<file path="config.mk">
export PLATFORM = sky130hd
export DESIGN_NAME = rsd_stride
export DESIGN_NICKNAME = d
export VERILOG_FILES = /design/src/design/rsd_pkg.sv /design/src/design/rsd_stride.sv
export SDC_FILE = /design/constraint.sdc
export NUM_CORES = 1
export LEC_CHECK = 0
export BUFFER_PORTS_ARGS = -buffer_cell sky130_fd_sc_hd__buf_2
export CORE_ASPECT_RATIO = 1.2
export CORE_MARGIN = 2
export CORE_UTILIZATION = 42
export DETAILED_ROUTE_END_ITERATION = 8
export PLACE_DENSITY = 0.68
export SYNTH_ARGS = -nofsm -noshare
export SYNTH_HDL_FRONTEND = slang
export SYNTH_SLANG_ARGS = --single-unit
</file>
<file path="constraint.sdc">
create_clock -name vclk -period 9
set_clock_uncertainty 0.1 [all_clocks]
set_input_delay 2.25 -clock vclk [all_inputs]
set_output_delay 2.25 -clock vclk [all_outputs]
set_load 0.05 [all_outputs]
</file>
<file path="src/design/rsd_pkg.sv">
// Shared types, codes and defaults for the RRIP set-dueling replacement block.
`timescale 1ns / 1ps
`default_nettype none

package rsd_pkg;

	// Default configuration.
	localparam int DEF_SETS               = 2048;
	localparam int DEF_WAYS               = 16;
	localparam int DEF_SELECTOR_WIDTH     = 10;
	localparam int DEF_LEADERS_PER_POLICY = 32;

	// Fixed field widths of the request and response.
	localparam int IN_SET_W  = 11;
	localparam int IN_WAY_W  = 4;
	localparam int ADDR_W    = 64;
	localparam int MASK_W    = 16;
	localparam int RRV_W     = 2;
	localparam int CONF_W    = 2;

	// Re-reference values.
	localparam logic [RRV_W-1:0] RRV_MAX         = 2'd3;
	localparam logic [RRV_W-1:0] RRV_INSERT_NEAR = 2'd2;
	localparam logic [RRV_W-1:0] RRV_INSERT_FAR  = 2'd3;
	localparam logic [RRV_W-1:0] RRV_HIT         = 2'd0;

	// Stream confidence limits.
	localparam logic [CONF_W-1:0] CONF_MAX    = 2'd3;
	localparam logic [CONF_W-1:0] CONF_STREAM = 2'd2;

	// Request function codes.
	localparam logic FUNC_VICTIM = 1'b0;
	localparam logic FUNC_UPDATE = 1'b1;

	// Per-set stride detector record.
	typedef struct packed {
		logic [ADDR_W-1:0] prior_address;
		logic [ADDR_W-1:0] prior_delta;
		logic [CONF_W-1:0] confidence;
	} stride_rec_t;

	// Control states: clearing the memories after reset, then running.
	typedef enum logic [1:0] {
		ST_CLEAR = 2'b01,
		ST_RUN   = 2'b10
	} ctrl_state_t;

endpackage

`default_nettype wire

</file>
<file path="src/design/rsd_stride.sv">
// Per-set stride detector update: confidence counting and stream flag.
`timescale 1ns / 1ps
`default_nettype none

module rsd_stride
	import rsd_pkg::*;
(
	input  wire stride_rec_t       rec,
	input  wire logic [ADDR_W-1:0] address,
	output stride_rec_t            new_rec,
	output logic                   seen
);

	logic [ADDR_W-1:0] delta;
	logic              has_history;
	logic              match;
	logic [CONF_W-1:0] conf;

	always_comb begin
		delta       = address - rec.prior_address;
		has_history = rec.prior_address != '0;
		match       = (delta == rec.prior_delta) && (delta != '0);
		conf        = rec.confidence;
		if (has_history) begin
			if (match) begin
				if (conf != CONF_MAX) begin
					conf = conf + 2'd1;
				end
			end else if (conf != '0) begin
				conf = conf - 2'd1;
			end
		end
		seen                  = has_history && (conf >= CONF_STREAM);
		new_rec.prior_address = address;
		new_rec.prior_delta   = delta;
		new_rec.confidence    = conf;
	end

endmodule

`default_nettype wire

</file>
### Word level (Yosys, flattened, before mapping)

Index checks and enable logic that the tools add are counted.

* bits in registers: 0
* input port bits: 194

* add/sub/neg operators: 3
* order comparisons: 1
* equal/unequal tests: 2
* multiplexer cells: 4
* reduce and logical (&&, ||, !) cells: 5

Operators by type and width (count)
* $reduce_bool 64->1: 2
* $eq 64x64->1: 1
* $sub 64x64->64: 1
* $mux 2: 4
* $add 2x1->2 const B: 1
* $ge 2x2->1 const B: 1
* $logic_and 1x1->1: 2
* $ne 2x2->1 const B: 1
* $reduce_bool 2->1: 1
* $sub 2x1->2 const B: 1

### Logic depth before layout (Yosys ltp)

* word-level depth: 7
* gate-level depth with buffers: 15
* depth with buffers taken out: 15

### Least setup slack after synthesis

Ideal clock, no wire load.

* path kind: input port to output port
* start: input port rec[70] (netlist name)
* end: output port seen
* arrival time: 7.185 ns
* required time: 6.650 ns
* path slack: -0.535 ns
* stages: 15
* cells stage by stage: inv_1 > ha_1 > buf_2 > a21o_1 > or2_1 > o21bai_4 > a21oi_1 > nor4bb_1 > xor2_1 > nor4_1 > o2111ai_1 > or4_1 > nor4_4 > o2111ai_1 > o21ai_1

RTL lines
* from (decl): RTL line rsd_stride.sv:8 `input wire stride_rec_t rec,`
* to (decl): RTL line rsd_stride.sv:11 `output logic seen`

### Final worst setup path

* start: input port rec[94] (netlist name)
* end: output port seen

* word-level cells in the longest chain between the ends: 7
* elaborated cells on any way between the ends: 9
* classes of those cells: add/sub: 1; order compare: 1; eq/ne: 1; mux: 2; reduce/logical: 4

RTL lines
* $sub 64x64->64: RTL line rsd_stride.sv:20 `delta = address - rec.prior_address;`
* $eq 64x64->1 / $reduce_bool 64->1 (equally long branches): RTL line rsd_stride.sv:22 `match = (delta == rec.prior_delta) && (delta != '0);`
* $logic_and 1x1->1: RTL line rsd_stride.sv:22
* $mux 2: RTL line rsd_stride.sv:25 `if (match) begin`
* $mux 2: RTL line rsd_stride.sv:24 `if (has_history) begin`
* $ge 2x2->1: RTL line rsd_stride.sv:33 `seen = has_history && (conf >= CONF_STREAM);`
* $logic_and 1x1->1 *: RTL line rsd_stride.sv:33

Mark *: on every way between the ends. The rest lies on a longest branch, timed or not.

==> results.toml <==
[detailed_routing]
ant_nets = 0
wl_per_cell_um = 21.9
routed_wl_um = 40800
vias = 11159
route.detailed.drc = 0
first_pass_iters = 7
viasPerCell = 5.99
drt_iter0_drc = 882

[global_route]
antenna_found_initial = 1
overflow = 0
grt_pass1_wl_um = 59700
use_met1_pct = 44.7
use_met3_pct = 2.53
grt-busiest-layer = "met2"
grt_pass1_vias = 10419
grt_max_degree = 17
track_usage_pct = 37.1
use_met2_pct = 68.9

[setup_path]
crit_path_end_kind = "output pin"
critical_path_class = "primary input to output pin"
cp.required_ns = 6.65
worstPathMaxFanout = 5
start_kind = "primary input"
arrival_ns = 6.52

[final_layout]
fin_util_pct = 58.1
drive_gt1_share_pct = 36.8
final_common_cell = "buf_2"
seq_cell_count = 0
regArea_um2 = 0
area_growth_pct = 34.9
layout_common_cells = "buf_2, buf_4, nor2_1"
clockBufferCount = 0
fin_nets = 1868

[min_path]
holdCritStartpoint = "address[0]"
hold_class = "primary input to output pin"
min_to = "new_rec[66]"
min_path_cells = 2

[floorplanning]
die_h_um = 157
core_area_mm2 = 0.0190
start_util_pct = 43.1
num_io_pins = 325
floorplan.die.width_um = 131
rows = 55
dieArea_mm2 = 0.0206

[placed_design]
hpwl_um = 36100
place_congestion = 1.03
port_buffers = 325

[job]
maxCapViolations = 0

[timing]
setup_viol = 0
slew_viol_final = 0
max_slew.worst_pin.slew_ns = 1.04
slew_headroom_pct = 29.9
fmax_ghz = 0.113
hold_viol_final = 0
finalCriticalPeriod_ns = 8.87
fin_tns_setup_ns = 0
min_period_over_period_pct = 98.6

[status]
status = "complete, no violations"

[yosys]
syn_area_per_cell_um2 = 6.78
netlist_area_mm2 = 0.00818
ys_seq_area_share_pct = 0
synth.distinct_cells = 96
netlist_instances = 1207
synth_warnings = 0
syn-num-nets = 1466

[clock_tree]
cts_hold_buf = 0
==> Yosys cell counts, types with 5 or more instances <==
cell type / n / area [um2]
xor3_1: 6 / 143
a31oi_1: 8 / 50.1
a21o_1: 21 / 158
inv_1: 84 / 315
mux2i_1: 11 / 110
o21ai_0: 56 / 280
nand3_1: 25 / 125
nor4_1: 37 / 231
o211ai_1: 15 / 113
nand2_1: 99 / 372
a21oi_1: 101 / 505
buf_2: 26 / 130
a211oi_1: 22 / 165
nor4b_1: 6 / 52.6
nand4_1: 46 / 288
a2111oi_0: 6 / 52.6
nor2_1: 112 / 420
a21boi_1: 6 / 45.0
o21bai_1: 9 / 67.6
and2_1: 18 / 113
or4_1: 9 / 67.6
nand2b_1: 7 / 43.8
a221oi_1: 8 / 70.1
o2111ai_1: 10 / 87.6
o21a_1: 12 / 90.1
xnor2_1: 48 / 420
ha_1: 64 / 801
nor2b_1: 9 / 56.3
or2_2: 5 / 31.3
xor2_1: 34 / 298
buf_4: 75 / 563
and4_1: 6 / 52.6
a211o_1: 6 / 52.6
o21ai_1: 16 / 80.1
clkbuf_1: 12 / 45.0
o21ai_2: 6 / 52.6
nor3_1: 30 / 150
or3_1: 12 / 75.1
xnor3_1: 11 / 248
==> stage by stage <==
stage	area [um2]	hold WS, ns	worst slack, ns	instances
after CTS	10900	4.70	0.00633	1861
final	11000	4.70	0.126	1864
after global routing	11000	4.71	-0.0213	1863
after floorplan	8200	4.57	0.0434	1207
after global placement	10800	4.70	-0.447	1861
after detailed placement	10800	4.70	-0.445	1861
==> what timing repair did <==
item / CTS / global route
gates resized for setup: 6 / 35
setup endpoints to repair: 3 / 3
buffers inserted: 0 / 2
pin swaps: 1 / 5
==> worst max-delay path by stage <==
stage,from,endpoint,slack [ns],cells after the start
6_report,rec[94],seen,0.13,17
5_1_grt,rec[68],seen,-0.02,17
3_3_place_gp,rec[66],seen,-0.45,18
4_1_cts,rec[82],seen,0.006,19
2_1_floorplan,address[0],seen,0.04,15
3_5_place_dp,rec[66],seen,-0.44,18
==> worst max-delay path: stages <==
cell and delay [ns]:
buf_2 0.11, inv_1 0.04, ha_1 0.36, a21oi_1 0.23, o21ai_0 0.16, a221oi_1 0.42, a21oi_1 0.28, nor4_4 0.33
o2111ai_1 0.24, or4_1 0.57, nor4_1 0.32, buf_4 0.17, nand4_1 0.12, nor4_4 0.39, o2111ai_1 0.19, o21ai_1 0.11
buf_4 0.21
==> logic make-up after synthesis <==
kind of cell	Yosys count	share of synthesized area, %
xor gates and xnor gates	99	13.6
adders and majority gates	65	10.0
and+or+nand+nor	469	31.1
muxes	11	1.35
buffers and inverters	199	13.0
AOI/OAI and AO/OA	364	31.0
==> metal layers <==
layer	wire length (um)	share of wire, %
met4	1970	4.8
met3	2590	6.4
met5	0	0
met2	20100	49
met1	16200	40
==> area by class of cell <==
type / count / area [um2]
well taps: 256 / 320
inverters: 84 / 315
multi-input cells: 1008 / 7330
diodes: 1 / 2.50
fillers: 1955 / 7960
repair buffers: 515 / 3070
