==> config.mk <==
export PLATFORM = sky130hd
export DESIGN_NAME = rsd_victim
export DESIGN_NICKNAME = d
export VERILOG_FILES = /design/src/design/rsd_pkg.sv /design/src/design/rsd_victim.sv
export SDC_FILE = /design/constraint.sdc
export NUM_CORES = 1
export LEC_CHECK = 0
export ABC_AREA = 1
export ABC_CLOCK_PERIOD_IN_PS = 6430
export CORE_ASPECT_RATIO = 0.5
export CORE_MARGIN = 2
export CORE_UTILIZATION = 55
export DETAILED_ROUTE_END_ITERATION = 16
export DONT_BUFFER_PORTS = 1
export GPL_TIMING_DRIVEN = 1
export MAX_ROUTING_LAYER = met4
export PLACE_DENSITY_LB_ADDON = 0.25
export SLEW_MARGIN = 20
export SYNTH_ARGS = -nofsm -noshare
export SYNTH_HDL_FRONTEND = slang
export SYNTH_SLANG_ARGS = --single-unit
==> constraint.sdc <==
create_clock -name vclk -period 6.43
set_input_delay 0.3215 -clock vclk [all_inputs]
set_output_delay 0.3215 -clock vclk [all_outputs]
set_load 0.05 [all_outputs]
==> src/design/rsd_pkg.sv <==
// Shared types, codes and defaults for the RRIP set-dueling replacement block.
`timescale 1ns / 1ps
`default_nettype none

package rsd_pkg;

	// Default configuration.
	localparam int DEF_SETS               = 2048;
	localparam int DEF_WAYS               = 16;
	localparam int DEF_SELECTOR_WIDTH     = 10;
	localparam int DEF_LEADERS_PER_POLICY = 32;

	// Fixed field widths of the request and response.
	localparam int IN_SET_W  = 11;
	localparam int IN_WAY_W  = 4;
	localparam int ADDR_W    = 64;
	localparam int MASK_W    = 16;
	localparam int RRV_W     = 2;
	localparam int CONF_W    = 2;

	// Re-reference values.
	localparam logic [RRV_W-1:0] RRV_MAX         = 2'd3;
	localparam logic [RRV_W-1:0] RRV_INSERT_NEAR = 2'd2;
	localparam logic [RRV_W-1:0] RRV_INSERT_FAR  = 2'd3;
	localparam logic [RRV_W-1:0] RRV_HIT         = 2'd0;

	// Stream confidence limits.
	localparam logic [CONF_W-1:0] CONF_MAX    = 2'd3;
	localparam logic [CONF_W-1:0] CONF_STREAM = 2'd2;

	// Request function codes.
	localparam logic FUNC_VICTIM = 1'b0;
	localparam logic FUNC_UPDATE = 1'b1;

	// Per-set stride detector record.
	typedef struct packed {
		logic [ADDR_W-1:0] prior_address;
		logic [ADDR_W-1:0] prior_delta;
		logic [CONF_W-1:0] confidence;
	} stride_rec_t;

	// Control states: clearing the memories after reset, then running.
	typedef enum logic [1:0] {
		ST_CLEAR = 2'b01,
		ST_RUN   = 2'b10
	} ctrl_state_t;

endpackage

`default_nettype wire

==> src/design/rsd_victim.sv <==
// Victim selection and aging over one set's row of re-reference values.
`timescale 1ns / 1ps
`default_nettype none

module rsd_victim
	import rsd_pkg::*;
#(
	parameter int WAYS  = DEF_WAYS,
	parameter int WAY_W = $clog2(DEF_WAYS)
) (
	input  wire logic [RRV_W*WAYS-1:0] row,
	input  wire logic [WAYS-1:0]       valid,
	output logic      [WAY_W-1:0]      victim,
	output logic      [RRV_W*WAYS-1:0] new_row
);

	logic [WAYS-1:0]       is3, is2, is1, aged3;
	logic                  any_invalid;
	logic [WAY_W-1:0]      inv_way, aged_way;
	logic [RRV_W-1:0]      top, step;
	logic [RRV_W*WAYS-1:0] aged_row;
	logic [RRV_W:0]        sum;

	always_comb begin
		for (int w = 0; w < WAYS; w++) begin
			is3[w] = row[RRV_W*w +: RRV_W] == 2'd3;
			is2[w] = row[RRV_W*w +: RRV_W] == 2'd2;
			is1[w] = row[RRV_W*w +: RRV_W] == 2'd1;
		end
		// The largest value in the set decides how far every way ages.
		if (|is3) begin
			top = 2'd3;
		end else if (|is2) begin
			top = 2'd2;
		end else if (|is1) begin
			top = 2'd1;
		end else begin
			top = 2'd0;
		end
		step = RRV_MAX - top;
		aged_row = '0;
		aged3 = '0;
		for (int w = 0; w < WAYS; w++) begin
			sum = {1'b0, row[RRV_W*w +: RRV_W]} + {1'b0, step};
			aged_row[RRV_W*w +: RRV_W] = (sum > {1'b0, RRV_MAX}) ? RRV_MAX : sum[RRV_W-1:0];
			aged3[w] = (sum >= {1'b0, RRV_MAX});
		end
		// Lowest index wins in both searches.
		inv_way = '0;
		aged_way = '0;
		any_invalid = 1'b0;
		for (int w = WAYS - 1; w >= 0; w--) begin
			if (!valid[w]) begin
				inv_way = WAY_W'(w);
				any_invalid = 1'b1;
			end
			if (aged3[w]) begin
				aged_way = WAY_W'(w);
			end
		end
		victim  = any_invalid ? inv_way : aged_way;
		new_row = any_invalid ? row : aged_row;
	end

endmodule

`default_nettype wire

* Word-level counts from Yosys, hierarchy flattened *
Cells that the tools add are included.

word-level totals
  bits in registers = 0
  latch bits = 0
  memory bits (writable) = 0
  ROM bits = 0
  bits of input ports = 48
  output and inout port bits = 36
  word-level logic and storage cells = 169
  memories = 0

cells by class
  add/subtract/negate cells = 17
  multipliers = 0
  divide/modulo/power cells = 0
  $lt $le $gt $ge = 32
  eq/ne operators = 48
  shift-type cells = 0
  multiplexer cells = 69
  bitwise logic cells = 0
  reductions and logical operators = 3

operators with widths
  operator                                                                          count
  4-bit 2-to-1 mux                                                                  33
  2-bit == test (second input constant)                                             32
  2-bit by 2-bit adder with 3-bit output                                            16
  3-bit by 2-bit >= comparator with 1-bit output (second input constant)            16
  3-bit by 2-bit greater-than comparator with 1-bit output (second input constant)  16
  16-bit OR reduction                                                               3
  2-bit 2-to-1 mux                                                                  18
  2-bit by 1-bit == test with 1-bit output (second input constant)                  16
  32-bit 2-to-1 mux                                                                 1
  1-bit 2-to-1 mux                                                                  17
  2-bit subtractor (first input constant)                                           1

* Longest topological paths before layout *
Gate-level depths: netlist of run 1.

  depth in word-level cells = 25
  mapped depth = 27
  mapped depth without buffers = 27

* Worst setup path after synthesis of run 1 *
No wires, ideal clock.

  path type = in2out
  from = input port row[3]
  to = output port victim[1]
  data arrival time = 4.029 ns
  data required time = 6.108 ns
  path slack = 2.080 ns
  stages on the path = 17
  buffers on the path = 0
  cells stage by stage = inv_1 -> o22ai_1 -> a221oi_1 -> o2111ai_1 -> nor2_1 -> inv_1 -> nor2_1 -> inv_1 -> fa_1 -> nand2_1 -> inv_1 -> nor2_1 -> nor2_1 -> inv_1 -> o21bai_1 -> a31oi_1 -> o22ai_1

on the way
  word-level cells in the longest chain between the ends = 25
  elaborated cells between the ends (all ways) = 59
  those cells by class = add/sub (17); order compare (16); eq/ne (3); mux (20); reduce/logical (3)

ends and longest elaborated chain
  what                                            line              RTL
  start, declared                                 rsd_victim.sv:11  input wire logic [RRV_W*WAYS-1:0] row,
  2-bit by 1-bit == test with 1-bit output        rsd_victim.sv:28  is1[w] = row[RRV_W*w +: RRV_W] == 2'd1;
  16-bit OR reduction                             rsd_victim.sv:35  end else if (|is1) begin
  1-bit 2-to-1 mux                                rsd_victim.sv:35
  2-bit 2-to-1 mux                                rsd_victim.sv:33  end else if (|is2) begin
  2-bit 2-to-1 mux                                rsd_victim.sv:31  if (|is3) begin
  2-bit subtractor                                rsd_victim.sv:40  step = RRV_MAX - top;
  2-bit by 2-bit adder with 3-bit output          rsd_victim.sv:44  sum = {1'b0, row[RRV_W*w +: RRV_W]} + {1'b0, step};
  3-bit by 2-bit >= comparator with 1-bit output  rsd_victim.sv:46  aged3[w] = (sum >= {1'b0, RRV_MAX});
  4-bit 2-to-1 mux (15 in a row)                  rsd_victim.sv:57  if (aged3[w]) begin
  4-bit 2-to-1 mux *                              rsd_victim.sv:57
  4-bit 2-to-1 mux *                              rsd_victim.sv:61  victim = any_invalid ? inv_way : aged_way;
  end, declared                                   rsd_victim.sv:13  output logic [WAY_W-1:0] victim,

Mark *: on every way between the ends. The rest lies on a longest branch, timed or not.

* Final worst setup path of run 1 *
Same ends and word-level chain as after synthesis.

==> results of run 1 <==
metal layers:
layer | vias up | wire (um)
met3 | 0 | 474
met5 | - | 0
met1 | 890 | 2240
met4 | 0 | 0
met2 | 91 | 2110
li1 | 1021 | -
how the worst max path moves through the flow:
stage               startpoint        end  slack [ps]  depth (start not counted)
global placement        row[3]  victim[3]        2170                         15
finish                  row[3]  victim[1]        2100                         17
detailed placement      row[3]  victim[1]        2150                         17
global route            row[3]  victim[3]        1740                         15
CTS                     row[3]  victim[1]        2140                         17
floorplan               row[3]  victim[1]        2080                         17
area by class of cell:
class	count	area [um^2]
timing repair buffer	4	30.0
inverter	61	229
tap	40	50.0
multi-input combinational	239	1570
fill	322	1240
logic make-up (layout without fill, tap and decap cells):
logic type,Yosys count,in the layout,synth area share
AO/OA/AOI/OAI,85,85,0.293
adder cells (fa/ha/maj),32,32,0.280
buffers and inverters,68,65,0.157
AND/OR/NAND/NOR,122,122,0.270
cells in the mapped netlist, types with 2 or more instances:
| master | number |
|---|---|
| nand2_1 | 74 |
| inv_1 | 58 |
| nor2_1 | 36 |
| o21ai_1 | 22 |
| fa_1 | 16 |
| ha_1 | 16 |
| o22ai_1 | 13 |
| o21ai_2 | 11 |
| a21oi_1 | 9 |
| o21ai_0 | 9 |
| a31oi_1 | 6 |
| a221oi_1 | 5 |
| nand4_1 | 4 |
| buf_2 | 3 |
| buf_6 | 3 |
| inv_2 | 3 |
| nand3_1 | 3 |
| a21oi_2 | 2 |
| o2111ai_1 | 2 |
per-stage QoR:
| step | utilization | area, um^2 | power [W] | std cells |
|---|---|---|---|---|
| after floorplan | - | 1860 | 0.000102 | 307 |
| after global routing | 0.602 | 1880 | 0.000128 | 344 |
| after CTS | 0.602 | 1880 | 0.000117 | 344 |
| final | 0.602 | 1880 | 0.000117 | 344 |
| after global placement | 0.602 | 1880 | 0.000115 | 344 |
| after detailed placement | 0.602 | 1880 | 0.000117 | 344 |
power by group:
part | leakage (nW) | switching, W | internal, W | total [W]
clock network | 0 | 0 | 0 | 0
registers | 0 | 0 | 0 | 0
logic | 1.03 | 0.0000860 | 0.0000311 | 0.000117
==> reports/qor.yml, run 1 <==
synthesis:
  synth_top_area_frac: 0.172
  ys.warnings.count: 0
  synth_area_um2: 1860
  synth_nets: 387
  synth_cells: 307
  yosysUniqueCellTypes: 31
  avgSynthCellArea_um2: 6.06
  yosysTopAreaCell: "fa_1"
  ys_top_cells_by_area: "fa_1, nand2_1, inv_1, ha_1, nor2_1"
  ys_seq_area_frac: 0
worst_setup_path:
  start_kind: "input pin"
  crit_top_cell: "nor2_1"
  cp_num_buf_inv: 4
  required_ps: 6110
  crit_path_top_delay_cell: "o22ai_1"
  critical_path.top_delay_family: "compound AO/OA/AOI/OAI gates"
  crit_fanout: 10
  path_class: "input pin to primary output"
  cpPeakStageDelay_ps: 820
  crit_path_end_kind: "primary output"
  cp_cell_sequence: "inv_1 -> o22ai_1 -> a221oi_1 -> o2111ai_1 -> nor2_1 -> inv_1 -> nor2_1 -> buf_4 -> ha_1 -> fa_1 -> nor2_1 -> nor2_1 -> nor2_1 -> inv_1 -> o21bai_1 -> a31oi_1 -> o22ai_1"
  worstPathArrival_ps: 4010
global_routing:
  use_met3: 0.0347
  grt_pass1_vias: 1795
  grt-ovfl-total: 0
  grt_max_degree: 39
  antenna_found_initial: 0
  use_met1: 0.342
  grt-busiest-layer: "met2"
  use_met2: 0.428
  grtUsageTotal: 0.252
  grt_pass1_wl_um: 7710
route:
  drc: 0
  routed_wl_um: 4820
  vias: 2002
  routedWlPerCell_um: 14.0
  vias_per_cell: 5.82
  drtPass1Iterations: 4
  drtIter0Drc: 102
  route.antenna.remaining_nets: 0
floorplanning:
  std_cell_rows: 14
  die_y_um: 45.1
  core-area_um2: 3120
  boundaryPins: 84
  fp.dieArea_um2: 3890
  start_util: 0.597
  dieWidth_um: 86.3
layout:
  sequential_cell_total: 0
  syn_to_final_growth_pct: 0.874
  antenna_cells: 0
  layout_common_cells: "nand2_1, inv_1, nor2_1, o21ai_1"
  final-seq-area_um2: 0
  final_nets: 386
  layout_commonest_cell: "nand2_1"
  drive_gt1_frac: 0.0757
  nClkBuffers: 0
placed_design:
  port_buffers: 0
  pre_cts_slack_ps: 2150
  gp_congestion: 0.913
  dp_hpwl_um: 4130
power:
  power.leakage_nw: 1.03
  power_density_nw_per_um2: 62.4
  irDropWorstVdd_v: 0.0000311
worst_hold_path:
  min_path_type: "input pin to primary output"
  hold_end: "new_row[29]"
  whs_path_depth: 2
  worstHoldStart: "row[29]"
sta:
  fin_crit_ps: 4330
  relSlewSlack: 0.212
  slew_viol_final: 0
  holdWs_ps: 910
  tightestPinTransition_ps: 1180
  final.setup.tns_ps: 0
  hold_viol: 0
  fin_ws_ps: 2100
  finalSetupViolations: 0
  fin_crit_sh: 0.673
  max_freq_ghz: 0.231
  rsz0062_at_grt: "no"
run:
  maxCapViolCount: 0
clock_tree:
  cts.repair.resized: 0
  cts_setup_buffers: 0
  ctsHoldBuffers: 0
run_status:
  status: "finished, final reports clean"
No activity file was read; power rests on OpenSTA's default activity.
==> run 2, diff against run 1 <==
- ABC_CLOCK_PERIOD_IN_PS: 6430 -> 4500
- clock period: 6.43 -> 4.5 ns (I/O delays scaled with it)
==> reports/qor.yml, run 2 (synthesis results as in run 1) <==
floorplanning:
  die_y_um: 45.1
  start_util: 0.597
  boundaryPins: 84
  fp.dieArea_um2: 3890
  dieWidth_um: 86.3
  core-area_um2: 3120
  std_cell_rows: 14
sta:
  max_freq_ghz: 0.269
  fin_crit_sh: 0.826
  hold_viol: 0
  finalSetupViolations: 0
  slew_viol_final: 0
  final.setup.tns_ps: 0
  tightestPinTransition_ps: 990
  relSlewSlack: 0.335
  fin_crit_ps: 3720
  rsz0062_at_grt: "no"
power:
  p_comb_frac: 1.000
  power_frac_seq: 0
  clkPwrFrac: 0
  power_switching_w: 0.000126
  intPower_w: 0.0000577
  irDropWorstVdd_v: 0.0000491
  switching_share: 0.686
  power.leakage_nw: 1.14
  power_density_nw_per_um2: 89.0
  finalPower_w: 0.000184
route:
  route.antenna.remaining_nets: 0
  vias_per_cell: 5.74
  drtIter0Drc: 92
  routedWlPerCell_um: 13.7
  drtPass1Iterations: 4
  routed_wl_um: 5020
  vias: 2108
  drc: 0
global_routing:
  grt_pass1_vias: 1914
  grtUsageTotal: 0.266
  antenna_found_initial: 0
  grt_max_degree: 31
  grt_pass1_wl_um: 8050
  grt-ovfl-total: 0
layout:
  sequential_cell_total: 0
  layout_common_cells: "nand2_1, inv_1, nor2_1, o21ai_1, buf_4"
  final-seq-area_um2: 0
  final_nets: 409
  syn_to_final_growth_pct: 10.8
  nClkBuffers: 0
  antenna_cells: 0
  layout_commonest_cell: "nand2_1"
  drive_gt1_frac: 0.141
  fin_area_um2: 2060
  nFillCells: 294
run:
  maxCapViolCount: 0
worst_setup_path:
  critical_path.top_delay_family: "compound AO/OA/AOI/OAI gates"
  worstPathArrival_ps: 3490
  cp_num_buf_inv: 4
  cpPeakStageDelay_ps: 440
  crit_path_end_kind: "primary output"
  crit_path_top_delay_cell: "fa_1"
  start_kind: "input pin"
  path_class: "input pin to primary output"
  crit_fanout: 12
  cp_cell_sequence: "inv_1 -> o22ai_1 -> a221oi_1 -> o2111ai_1 -> nor2_1 -> inv_1 -> nor2_1 -> buf_4 -> ha_1 -> fa_1 -> a21oi_1 -> nand2_1 -> o31ai_1 -> a32o_1 -> buf_12"
  required_ps: 4280
worst_hold_path:
  min_path_type: "input pin to primary output"
run_status:
  status: "finished, final reports clean"
clock_tree:
  cts.repair.resized: 0
  cts_setup_buffers: 0
  ctsHoldBuffers: 0
placed_design:
  placed_cell_area_um2: 2060
  port_buffers: 0
  dp_hpwl_um: 4350
  gp_congestion: 0.878
run 2: cell count changes in the layout (fill, tap and decap cells not counted), sizes merged:
cell,delta
buf,+23
run 2: layer usage:
layer | track usage | part of all wire
met5 | - | 0
met4 | 0.0313 | 0.0042
met2 | 0.487 | 0.47
met1 | 0.335 | 0.44
met3 | 0.0274 | 0.087
run 2: area by class of cell:
type,instances,area (um^2),area share
Multi-Input combinational cell,239,1570,0.760
Tap cell,40,50.0,0.0243
Timing Repair Buffer,27,215,0.104
Inverter,61,229,0.111
run 2: path summary, 6_finish.rpt:
path | cells past startpoint | end | from
setup / recovery | 15 | victim[2] | row[3]
hold / removal | 2 | new_row[29] | row[29]
run 2: metrics by stage:
| stage | std cells | hold WS [ps] | setup slack [ps] | utilization |
|---|---|---|---|---|
| 3_5_place_dp | 367 | 711 | 840 | 0.661 |
| 3_3_place_gp | 367 | 710 | 853 | 0.661 |
| 4_1_cts | 367 | 713 | 839 | 0.661 |
| 2_1_floorplan | 307 | 692 | 343 | - |
| 5_1_grt | 367 | 727 | 436 | 0.661 |
| 6_report | 367 | 709 | 781 | 0.661 |
run 2: power groups by stage:
stage                     clock network, W  registers [W]  logic [W]
final                                    0              0   0.000184
after CTS                                0              0   0.000183
after global placement                   0              0   0.000179
after floorplan                          0              0   0.000145
after detailed placement                 0              0   0.000182
after global routing                     0              0   0.000201
==> run 3, diff against run 2 <==
- ABC_AREA: 1 -> 0
- ABC_CLOCK_PERIOD_IN_PS: 4500 -> 3800
- clock period: 4.5 -> 3.8 ns (I/O delays scaled with it)
==> reports/qor.yml, run 3 <==
sta:
  finalSetupViolations: 0
  relSlewSlack: 0.344
  fin_crit_ps: 3560
  rsz0062_at_grt: "no"
  tightestPinTransition_ps: 978
  hold_viol: 0
  fin_crit_sh: 0.936
  max_freq_ghz: 0.281
  slew_viol_final: 0
  final.setup.tns_ps: 0
run_status:
  status: "finished, final reports clean"
global_routing:
  use_met2: 0.536
  grt_pass1_wl_um: 8710
  grt_max_degree: 56
  antenna_found_initial: 0
  grtUsageTotal: 0.301
  grt-busiest-layer: "met2"
  grt-ovfl-total: 0
  use_met3: 0.0476
  grt_pass1_vias: 1901
  use_met1: 0.391
floorplanning:
  boundaryPins: 84
  std_cell_rows: 14
  dieWidth_um: 83.7
  core-area_um2: 3010
  fp.dieArea_um2: 3670
  die_y_um: 43.8
  start_util: 0.579
layout:
  antenna_cells: 0
  post-route-util: 0.649
  drive_gt1_frac: 0.110
  layout_commonest_cell: "inv_1"
  nClkBuffers: 0
  syn_to_final_growth_pct: 12.0
  sequential_cell_total: 0
  final_nets: 354
  nFillCells: 287
  layout_common_cells: "inv_1, o21ai_0, nand2_1, buf_4, nor2_1"
  final-seq-area_um2: 0
placed_design:
  gp_congestion: 0.984
  dp_hpwl_um: 4670
  port_buffers: 0
worst_hold_path:
  worstHoldStart: "row[2]"
  whs_path_depth: 3
  hold_end: "new_row[2]"
  min_path_type: "input pin to primary output"
synthesis:
  synth_area_um2: 1750
  ys_top_cells_by_area: "fa_1, ha_1, o21ai_0, inv_1, a31oi_1"
  yosysUniqueCellTypes: 43
  synth_top_area_frac: 0.184
  ys.warnings.count: 0
  synth_cells: 258
  avgSynthCellArea_um2: 6.77
  synth_common_cells: "inv_1, o21ai_0, nand2_1, nor2_1, a31oi_1"
  synth_nets: 338
  yosysTopAreaCell: "fa_1"
  ys_seq_area_frac: 0
route:
  vias: 2072
  drtIter0Drc: 229
  vias_per_cell: 6.64
  routedWlPerCell_um: 17.5
  drc: 0
  drtPass1Iterations: 5
  routed_wl_um: 5470
  route.antenna.remaining_nets: 0
worst_setup_path:
  worstPathArrival_ps: 3370
  crit_fanout: 6
  crit_path_end_kind: "primary output"
  required_ps: 3610
  path_class: "input pin to primary output"
  start_kind: "input pin"
power:
  power_density_nw_per_um2: 102
  power.leakage_nw: 0.903
  finalPower_w: 0.000200
  irDropWorstVdd_v: 0.0000555
run:
  maxCapViolCount: 0
clock_tree:
  ctsHoldBuffers: 0
==> run 3: logic make-up (layout without fill, tap and decap cells) <==
logic type | after synthesis | after routing | synth area share
AOI/OAI and AO/OA | 104 | 104 | 0.381
buffers and inverters | 44 | 58 | 0.0989
and+or+nand+nor | 78 | 78 | 0.222
adders and majority gates | 32 | 32 | 0.298
==> run 3: power breakdown <==
part,total [W],internal [W],leakage [nW],switching [W]
Sequential,0,0,0,0
Clock,0,0,0,0
Combinational,0.000200,0.0000615,0.903,0.000138
==> run 3: final cells by class <==
cell class	instances	area (um^2)	area share
inverters	37	139	0.0711
well taps	40	50.0	0.0256
repair buffers	21	170	0.0871
multi-input cells	214	1600	0.816
==> run 3: timing repair <==
item	4_1_cts	5_1_grt
setup endpoints to repair	0	1
resized for setup	0	1
buffers inserted	0	0
==> run 3: stage by stage <==
step / area (um^2) / std cells / hold slack, ps / setup slack [ps]
finish: 1950 / 312 / 683 / 245
global route: 1950 / 312 / 703 / 18.9
CTS: 1950 / 312 / 682 / 302
detailed placement: 1950 / 312 / 682 / 324
global placement: 1950 / 312 / 684 / 404
floorplan: 1750 / 258 / 588 / 247
==> run 3: worst max path at each step <==
stage	start	end
2_1_floorplan	row[28]	victim[3]
3_3_place_gp	row[28]	victim[3]
3_5_place_dp	row[20]	victim[3]
4_1_cts	row[20]	victim[3]
5_1_grt	row[20]	victim[3]
6_report	row[20]	victim[3]
==> run 3: routing by layer <==
metal  vias up  wire length, um
met1       968             2260
met2       112             2560
met5         -                0
li1        987                -
met3         5              625
met4         0               25
==> run 3: worst max-delay path: stages <==
cell and delay (ps):
a22o_1 210, a221oi_1 230, nand3_1 120, nor2_1 180
a21boi_2 340, buf_4 210, ha_1 170, fa_1 430
a21oi_1 300, o211ai_1 190, or3_1 410, nand4_1 120
a211oi_2 70, buf_4 200
